File: config.mk
export PLATFORM = sky130hd
export DESIGN_NAME = edfs_outbuf
export DESIGN_NICKNAME = d
export VERILOG_FILES = /design/src/sv/edfs_pkg.sv /design/src/sv/edfs_outbuf.sv
export SDC_FILE = /design/constraint.sdc
export NUM_CORES = 1
export LEC_CHECK = 0
export BUFFER_PORTS_ARGS = -buffer_cell sky130_fd_sc_hd__buf_2
export CORE_ASPECT_RATIO = 0.7
export CORE_MARGIN = 2
export CORE_UTILIZATION = 35
export DETAILED_ROUTE_END_ITERATION = 8
export GPL_TIMING_DRIVEN = 0
export PLACE_DENSITY = 0.69
export SLEW_MARGIN = 10
export SYNTH_ARGS = -nofsm -noshare
export SYNTH_HDL_FRONTEND = slang
export SYNTH_SLANG_ARGS = --single-unit
File: constraint.sdc
create_clock -name clk -period 8.5 [get_ports clk]
set_input_delay 0.85 -clock clk [delete_from_list [all_inputs] [get_ports clk]]
set_output_delay 0.85 -clock clk [all_outputs]
set_load 0.05 [all_outputs]
File: src/sv/edfs_pkg.sv
`timescale 1ns / 1ps
package edfs_pkg;

	localparam int DEF_MAX_TASKS = 16;

	// input operation codes
	typedef enum logic [1:0] {
		OP_LOAD   = 2'd0,
		OP_TICK   = 2'd1,
		OP_FINISH = 2'd2,
		OP_NONE   = 2'd3
	} op_t;

	// segment close reasons
	typedef enum logic [1:0] {
		RSN_FINISHED = 2'd0,
		RSN_SWITCHED = 2'd1,
		RSN_LOST     = 2'd2,
		RSN_IDLE     = 2'd3
	} reason_t;

	// record kinds
	localparam logic KIND_SEGMENT = 1'b0;
	localparam logic KIND_SUMMARY = 1'b1;

	// one result record
	typedef struct packed {
		logic        kind;
		logic [3:0]  task_id;
		logic        idle;
		reason_t     reason;
		logic [31:0] duration;
		logic [15:0] arrivals;
		logic [15:0] lost;
		logic        killed;
	} rec_t;

	// sequencer to output buffer
	typedef struct packed {
		logic push;
		logic flush;
	} obuf_ctrl_t;

	// output buffer to sequencer
	typedef struct packed {
		logic can_push;
		logic pend_valid;
		logic out_free;
	} obuf_stat_t;

	// saturating 32-bit add of a 16-bit offset
	function automatic logic [31:0] sat_add32(input logic [31:0] a, input logic [15:0] b);
		logic [32:0] s;
		s = {1'b0, a} + {17'd0, b};
		return s[32] ? 32'hFFFF_FFFF : s[31:0];
	endfunction

	// saturating 32-bit increment
	function automatic logic [31:0] sat_inc32(input logic [31:0] a);
		return (a == 32'hFFFF_FFFF) ? a : a + 32'd1;
	endfunction

	// saturating 16-bit increment
	function automatic logic [15:0] sat_inc16(input logic [15:0] a);
		return (a == 16'hFFFF) ? a : a + 16'd1;
	endfunction

endpackage

File: src/sv/edfs_outbuf.sv
`timescale 1ns / 1ps
module edfs_outbuf (
	input  logic               clk,
	input  logic               arst_n,
	input  edfs_pkg::obuf_ctrl_t ctrl,
	input  edfs_pkg::rec_t     rec,
	output edfs_pkg::obuf_stat_t stat,
	output logic               m_tvalid,
	input  logic               m_tready,
	output edfs_pkg::rec_t     m_rec,
	output logic               m_tlast
);
	import edfs_pkg::*;

	rec_t pend_q;
	logic pend_v_q;
	rec_t out_q;
	logic out_v_q;
	logic out_last_q;
	logic out_free;
	logic can_push;

	// the pending record waits until we know whether it is the last one
	assign out_free = !out_v_q || m_tready;
	assign can_push = !pend_v_q || out_free;

	assign stat.can_push   = can_push;
	assign stat.pend_valid = pend_v_q;
	assign stat.out_free   = out_free;

	assign m_tvalid = out_v_q;
	assign m_rec    = out_q;
	assign m_tlast  = out_last_q;

	// control state
	always_ff @(posedge clk or negedge arst_n) begin
		if (!arst_n) begin
			out_v_q  <= 1'b0;
			pend_v_q <= 1'b0;
		end else begin
			if (out_v_q && m_tready) begin
				out_v_q <= 1'b0;
			end
			if (ctrl.push && can_push) begin
				if (pend_v_q) begin
					out_v_q <= 1'b1;
				end
				pend_v_q <= 1'b1;
			end else if (ctrl.flush && pend_v_q && out_free) begin
				out_v_q  <= 1'b1;
				pend_v_q <= 1'b0;
			end
		end
	end

	// payload
	always_ff @(posedge clk) begin
		if (ctrl.push && can_push) begin
			if (pend_v_q) begin
				out_q      <= pend_q;
				out_last_q <= 1'b0;
			end
			pend_q <= rec;
		end else if (ctrl.flush && pend_v_q && out_free) begin
			out_q      <= pend_q;
			out_last_q <= 1'b1;
		end
	end

endmodule

==> results.ini, run 1 <==
[outcome]
status=complete, but fails checks
violations=design-rule violations

[logic_synthesis]
synthTopCellsByArea=edfxtp_1, dfrtp_1, buf_4
ys_types=12
ys_warn_count=0
yosys.area.top_type=edfxtp_1
synth_edf_count=147
async_flop_share_pct=1.34
synth_fp_nets=240
synth_common_cells=edfxtp_1, buf_4, dfrtp_1, nand2_1
synth_most_common_cell=edfxtp_1
yosysSeqAreaShare_pct=98.3
netlist_area_um2=4540
ys_ff_latch=149
syn_area_per_cell_um2=28.0
synth_cells=162
synth-main-ff-cell=edfxtp_1
synth_top_area_share_pct=97.2

[setup_path]
required_ns=7.65
cp.depth=4
crit_top_cell=buf_2
crit_chain=buf_2 > nand3b_1 > buf_4 > buf_2
cp_slowest_cell=buf_2
startpoint_type=primary input
r2r-start=m_tvalid$_DFF_PN0_
r2r_cells=4
critPathTopFamily=buffers and inverters
r2r_end=m_rec[39]$_DFFE_PP_
cp.arrival_ns=1.48
critPathBufInv=3
max_stage_delay_ns=0.20
end_kind=output pin
path_class=primary input to output pin
reg2reg_slack_ns=6.65
path_max_fanout=3

[placement]
io_buffers=155
dp_hpwl_um=5190
dp_cells=482
place.gp.congestion=0.685
dpl-instance-area_um2=5590

[min_path]
worstHoldPathType=primary input to async pin

[power_and_ir_drop]
cellLeakagePower_uw=0.00237
p_per_area_nw_per_um2=293
combPwrFrac_pct=11.9
swShare_pct=25.9
power.internal_uw=1330
power.share.clock_pct=38.2
p_sw_uw=466
peakVddDrop_v=0.000172
pwr-share-seq_pct=49.9

[finish]
finalInstanceArea_um2=6140
final_nets=417
layout.cells.non_filler=514
drive_above_1_share_pct=55.1
multi_input_area_um2=58.8
antennaDiodeCount=0
syn_to_final_growth_pct=35.3
fillers=1040
final_util_pct=48.9
regArea_um2=4460

[drt]
dr.pass1.iters=8
drt-wirelength-per-cell_um=14.7
dr.first_iter.drc_count=99
routed_wl_um=7560
vias=2155
drcViolationCount=13
vias_per_cell=4.19
antenna_left=0

[floorplanning]
die-area_um2=13900
start_util_pct=36.2
rows=34
core-area_um2=12500
die_h_um=99.3
die_x_um=140
io_pins=156

[timing]
worst_clock_skew_ns=0.00903
slew-limit-headroom_pct=62.9
fmax_mhz=429
fin_crit_sh_pct=27.4
finalHoldViolCount=0
finalMaxSlewViolations=0
post-route-min-period_ns=2.33
rsz0062_at_grt=false
setup_violations=0
worst_slew_pin_slew_ns=0.556
fin_tns_setup_ns=0

[clock_network]
cts_tree=yes
numCtsBuffers=17
cts.repair.resized=0
cts_sinks=149
hold_buffers=0
clkSlewWorstSetupHoldPaths_ns=0.05
cts_buffer_depth=2
htreeDepth=4
clock-root-buffer=clkbuf_16
clk_latency_ns=0.40
postCtsSetupRepairBufs=0

[grt]
grt_pass1_vias=2308
grt_pass1_wl_um=11600
grt_usage_pct=11.3
grt_max_degree=42
antenna_found_initial=0
grt-ovfl-total=0

[run]
cap_violations=0

-- cell usage in the layout (no fill, tap or decap), drive strengths merged --
| cell | Yosys | layout |
|---|---|---|
| edfxtp | 147 | 147 |
| nand2 | 2 | 2 |
| nand2b | 1 | 1 |
| nor2 | 1 | 1 |
| o21ai | 1 | 1 |
| buf | 3 | 161 |
| and2 | 1 | 1 |
| nand3b | 1 | 1 |
| clkinvlp | 0 | 4 |
| dfrtp | 2 | 2 |
| clkbuf | 0 | 18 |
| nor2b | 1 | 1 |
| inv | 1 | 6 |
| clkinv | 0 | 4 |
| bufinv | 0 | 1 |
| a31oi | 1 | 1 |
-- sequential cells by signal, summed over array words and instances (netlist names) --
| name | flops |
|---|---|
| m_tvalid | 1 |
| pend_v_q | 1 |
| pend_q | 73 |
| m_tlast | 1 |
| m_rec | 73 |
-- worst register-to-register path: stages, from the launching register on --
cell	delay (ns)
dfrtp_1	0.39
nand2b_1	0.13
nor2b_4	0.52
buf_12	0.27
buf_12	0.23
-- cell families after synthesis --
group / Yosys count / share of synthesized area, %
and+or+nand+nor: 7 / 0.827
buffers and inverters: 4 / 0.579
AOI/OAI and AO/OA: 2 / 0.248
DFF: 149 / 98.3
-- per-layer routing --
| layer | part of all wire (%) | vias to the layer above | global-route usage (%) |
|---|---|---|---|
| li1 | - | 1006 | - |
| met1 | 40 | 1037 | 12.5 |
| met2 | 47 | 107 | 18.1 |
| met3 | 12 | 5 | 6.45 |
| met4 | 0.74 | 0 | 4.66 |
| met5 | 0 | - | 0 |
-- worst max path at each step --
stage              from                   to  slack (ns)
6_report       m_tready              stat[2]        6.17
5_1_grt        m_tready              stat[2]        6.12
4_1_cts        m_tready              stat[2]        6.17
3_5_place_dp   m_tready  m_rec[44]$_DFFE_PP_        6.02
3_3_place_gp   m_tready  m_rec[44]$_DFFE_PP_        2.24
2_1_floorplan  m_tready   m_rec[0]$_DFFE_PP_        3.70
-- cell type report --
type | count | area share [%]
Inverter | 1 | 0.0611
Clock buffer | 18 | 6.99
Tap cell | 162 | 3.30
Timing Repair Buffer | 158 | 13.6
Buffer | 3 | 0.367
Multi-Input combinational cell | 9 | 0.958
Clock inverter | 14 | 2.02
Sequential cell | 149 | 72.7
-- power by group through the flow --
stage | combinational, uW | clock (uW) | sequential (uW)
floorplan | 30.6 | 0 | 1030
global placement | 206 | 0 | 920
detailed placement | 217 | 0 | 913
CTS | 217 | 713 | 898
global route | 224 | 740 | 903
finish | 213 | 688 | 897
-- stage by stage --
stage / setup WS [ns] / hold slack (ns) / power (uW)
floorplan: 3.70 / 0.400 / 1060
global placement: 2.24 / 0.400 / 1130
detailed placement: 6.02 / 0.405 / 1130
CTS: 6.17 / 0.207 / 1830
global route: 6.12 / 0.206 / 1870
finish: 6.17 / 0.229 / 1800
(Power assumes the default switching activity.)
==> run 2: changes to the inputs <==
==> constraint.sdc (replaced) <==
create_clock -name clk -period 2.25 [get_ports clk]
set_input_delay 0.225 -clock clk [delete_from_list [all_inputs] [get_ports clk]]
set_output_delay 0.225 -clock clk [all_outputs]
set_load 0.05 [all_outputs]
==> results.ini, run 2 (synthesis gave the netlist of run 1 again) <==
[outcome]
status=complete, but fails checks
violations=design-rule violations

[timing]
finalMaxSlewViolations=0
worst_clock_skew_ns=0.0123
post-route-min-period_ns=1.95
hold-worst-slack_ns=0.0278
fmax_mhz=512
setup_violations=0
fin_crit_sh_pct=86.8
slew-limit-headroom_pct=59.4
finalHoldViolCount=0
worst_slew_pin_slew_ns=0.608
rsz0062_at_grt=false

[drt]
routed_wl_um=8950
vias=2444
antenna_left=0
dr.pass1.iters=8
drcViolationCount=12
dr.first_iter.drc_count=152
vias_per_cell=4.15
drt-wirelength-per-cell_um=15.2

[finish]
final_nets=492
syn_to_final_growth_pct=53.3
layout_common_cells=buf_2, edfxtp_1, dlygate4sd3_1
final_common_cell=buf_2
drive_above_1_share_pct=45.4
layout.cells.non_filler=589
antennaDiodeCount=0

[placement]
dp_cells=483
place.gp.congestion=0.671
dp_hpwl_um=5340
io_buffers=155

[power_and_ir_drop]
p_sw_uw=1820
combPwrFrac_pct=13.3
cellLeakagePower_uw=0.00272
p_per_area_nw_per_um2=1020
power.internal_uw=5250
power.share.clock_pct=38.7
power.total_uw=7070
pwr-share-seq_pct=48.0
peakVddDrop_v=0.000484
swShare_pct=25.7

[grt]
grt_pass1_vias=2672
antenna_found_initial=0
grt-ovfl-total=0
grt_usage_pct=13.3
grt_pass1_wl_um=13700
grt_max_degree=38

[clock_network]
clock-root-buffer=clkbuf_16
cts_tree=yes
cts_sinks=149
clkSlewWorstSetupHoldPaths_ns=0.06
cts.repair.resized=0
clk_latency_ns=0.41
numCtsBuffers=17
cts_buffer_depth=2
htreeDepth=4

[min_path]
worstHoldPathType=primary input to flop
hold_depth=2
worst_hold_path.endpoint=pend_v_q$_DFFE_PN0P_
min-delay-start=ctrl[0]

[run]
cap_violations=0

[setup_path]
path_class=flop to flop
r2r_cells=5
max_stage_delay_ns=0.52
required_ns=2.36
crit_top_cell=buf_16
reg2reg_slack_ns=0.30
cp_slowest_cell=nor2b_4
end_kind=flop
r2r_end=m_rec[70]$_DFFE_PP_
cp.arrival_ns=2.06
startpoint_type=flop
critPathBufInv=3
path_max_fanout=23
crit_chain=o21ai_1 > nor2b_4 > buf_16 > buf_16 > buf_16
r2r-start=pend_v_q$_DFFE_PN0P_
critPathTopFamily=buffers and inverters

[floorplanning]
io_pins=156
start_util_pct=36.2
die_x_um=140
die-area_um2=13900
rows=34
die_h_um=99.3
core-area_um2=12500

[run 2: cell types whose count changed in the layout (fill, tap and decap cells not counted)]
cell,before,now
dlygate4sd3_1,0,74
clkinv_2,4,0
clkinv_4,0,4
buf_16,0,3
clkinv_1,0,3
clkinvlp_4,4,1
buf_12,3,1
bufinv_16,1,2
dfrtp_1,2,1
dfrtp_2,0,1
inv_6,5,4
nand2b_1,1,0
nand2b_4,0,1
[run 2: what timing repair did]
action,CTS,global route
endpoints found under the hold margin,75,0
endpoints found under the setup margin,0,0
hold buffers,74,0
setup buffers,0,0
[run 2: stage by stage]
| stage | cell area [um^2] | setup TNS, ns | util [%] | worst slack, ns |
|---|---|---|---|---|
| detailed placement | 5640 | 0 | 44.9 | 0.269 |
| global route | 6960 | 0 | 55.4 | 0.141 |
| global placement | 5540 | -24.45 | 44.1 | -0.294 |
| CTS | 6960 | 0 | 55.4 | 0.263 |
| floorplan | 4560 | 0 | - | 0.0465 |
| finish | 6960 | 0 | 55.4 | 0.298 |
[run 2: how the worst max path moves through the flow]
stage | from | to | slack [ns] | depth (start not counted)
floorplan | m_tvalid$_DFF_PN0_ | m_rec[0]$_DFFE_PP_ | 0.05 | 2
global placement | m_tvalid$_DFF_PN0_ | m_rec[10]$_DFFE_PP_ | -0.29 | 2
detailed placement | pend_v_q$_DFFE_PN0P_ | m_rec[24]$_DFFE_PP_ | 0.27 | 5
CTS | pend_v_q$_DFFE_PN0P_ | m_rec[70]$_DFFE_PP_ | 0.26 | 5
global route | pend_v_q$_DFFE_PN0P_ | m_rec[51]$_DFFE_PP_ | 0.14 | 5
finish | pend_v_q$_DFFE_PN0P_ | m_rec[70]$_DFFE_PP_ | 0.30 | 5
[run 2: power by group through the flow]
stage / Combinational [uW] / Sequential (uW) / Clock (uW)
floorplan: 121 / 3890 / 0
global placement: 784 / 3450 / 0
detailed placement: 847 / 3450 / 0
CTS: 950 / 3400 / 2800
global route: 988 / 3410 / 2900
finish: 943 / 3390 / 2730
[run 2: cell type report]
cell class	instances	area [um^2]
Inverter	1	3.75
Clock buffer	18	429
Clock inverter	14	149
Timing Repair Buffer	233	1620
Fill cell	927	5590
Tap cell	162	203
Multi-Input combinational cell	9	66.3
Sequential cell	149	4470
Buffer	3	22.5
[run 2: per-layer routing]
layer	track usage (%)	share of wire (%)	vias to the layer above
met5	0	0	-
met2	22.7	51	106
met4	6.06	0.95	0
li1	-	-	1158
met1	14.5	40	1172
met3	5.97	8.1	8
==> run 3: changes to the inputs <==
--- a/config.mk
+++ b/config.mk
@@ -6,12 +6,14 @@
 export NUM_CORES = 1
 export LEC_CHECK = 0
 export BUFFER_PORTS_ARGS = -buffer_cell sky130_fd_sc_hd__buf_2
+export CELL_PAD_IN_SITES_DETAIL_PLACEMENT = 0
+export CELL_PAD_IN_SITES_GLOBAL_PLACEMENT = 2
 export CORE_ASPECT_RATIO = 0.7
 export CORE_MARGIN = 2
 export CORE_UTILIZATION = 35
 export DETAILED_ROUTE_END_ITERATION = 8
 export GPL_TIMING_DRIVEN = 0
-export PLACE_DENSITY = 0.69
+export PLACE_DENSITY = 0.86
 export SLEW_MARGIN = 10
 export SYNTH_ARGS = -nofsm -noshare
 export SYNTH_HDL_FRONTEND = slang
==> results.ini, run 3 (synthesis gave the netlist of run 1 again) <==
[outcome]
violations=design-rule violations
status=complete, but fails checks

[placement]
place.gp.congestion=0.701
dp_cells=482
io_buffers=155
dp_hpwl_um=5380

[clock_network]
clkSlewWorstSetupHoldPaths_ns=0.06
htreeDepth=4
cts_sinks=149
cts_buffer_depth=2
cts.repair.resized=0
numCtsBuffers=17
cts_tree=yes
clock-root-buffer=clkbuf_16
clk_latency_ns=0.40

[finish]
final_util_pct=55.1
regArea_um2=4470
drive_above_1_share_pct=45.1
multi_input_area_um2=66.3
antennaDiodeCount=0
final_nets=492
fillers=966
final_common_cell=buf_2
layout.cells.non_filler=588
layout_common_cells=buf_2, edfxtp_1, dlygate4sd3_1
syn_to_final_growth_pct=52.2

[grt]
grt_max_degree=40
antenna_found_initial=0
grt-ovfl-total=0
grt_usage_pct=13.0
grt_pass1_wl_um=13500
grt_pass1_vias=2674

[timing]
finalHoldViolCount=0
worst_slew_pin_slew_ns=0.616
fmax_mhz=519
slew-limit-headroom_pct=58.8
worst_clock_skew_ns=0.00628
hold-worst-slack_ns=0.109
rsz0062_at_grt=false
fin_tns_setup_ns=0
fin_crit_sh_pct=85.6
finalMaxSlewViolations=0
post-route-min-period_ns=1.93
setup_violations=0

[floorplanning]
rows=34
die_h_um=99.3
io_pins=156
die_x_um=140
die-area_um2=13900
core-area_um2=12500
start_util_pct=36.2

[setup_path]
startpoint_type=primary input
path_class=primary input to flop
end_kind=flop
path_max_fanout=32
required_ns=2.35
cp.arrival_ns=2.02

[drt]
antenna_left=0
routed.top_layer=met4
drt-wirelength-per-cell_um=14.7
dr.first_iter.drc_count=84
routedLengthMet1_um=3420
dr_wl_met2_um=4300
dr.pass1.iters=7
wl_met3_um=824
vias=2396
routed_wl_um=8620
drcViolationCount=12
vias_per_cell=4.07

[min_path]
worstHoldPathType=primary input to flop

[run]
cap_violations=0

[power_and_ir_drop]
cellLeakagePower_uw=0.00270
peakVddDrop_v=0.000743
p_per_area_nw_per_um2=1010

## run 3: changes by cell type in the layout (fill, tap and decap cells not counted), sizes merged
cell / change
buf: -1
clkbuf: +1
clkinv: -2
dlygate4sd3: +1
## run 3: cell type report
class	instances	area share [%]
inverter	1	0.0543
timing repair buffer	233	23.0
clock buffer	19	6.27
sequential	149	64.6
multi-input combinational	9	0.960
clock inverter	12	1.87
buffer	3	0.326
tap	162	2.93
## run 3: timing repair
action	4_1_cts	5_1_grt
hold buffers	74	1
endpoints found under the hold margin	75	1
setup buffers	0	0
## run 3: worst max-delay path, cell delays in order
cell and delay, ns:
dlygate4sd3_1 0.53, buf_2 0.11, o21ai_1 0.12, nor2b_4 0.53
buf_12 0.26, buf_12 0.22
## run 3: stage by stage
| stage | instance area, um^2 | setup WS (ns) | total power (uW) |
|---|---|---|---|
| 5_1_grt | 6910 | 0.228 | 7250 |
| 3_5_place_dp | 5600 | 0.321 | 4270 |
| 6_report | 6910 | 0.324 | 6990 |
| 2_1_floorplan | 4560 | 0.0465 | 4010 |
| 4_1_cts | 6900 | 0.308 | 7080 |
| 3_3_place_gp | 5540 | -0.284 | 4230 |
## run 3: layer usage
metal	track usage, %	vias to the layer above
met3	6.40	6
met2	22.5	106
li1	-	1154
met5	0	-
met4	4.66	0
met1	14.1	1130
## run 3: where the power goes
part	internal [uW]	total, uW	switching (uW)
sequential	3340	3390	54.5
clock	1630	2680	1050
combinational	254	915	661
total	5220	6990	1770
## run 3: final timing paths
path,startpoint,end,cells after the start,slack (ns)
setup / recovery,ctrl[0],m_rec[38]$_DFFE_PP_,6,0.32
hold / removal,ctrl[1],m_tlast$_DFFE_PP_,2,0.11
setup reg to reg,pend_v_q$_DFFE_PN0P_,m_rec[38]$_DFFE_PP_,4,0.38
hold reg to reg,pend_q[68]$_DFFE_PP_,m_rec[68]$_DFFE_PP_,0,0.41
max in group asynchronous,arst_n,m_tvalid$_DFF_PN0_,2,2.01
min in group asynchronous,arst_n,pend_v_q$_DFFE_PN0P_,2,0.14
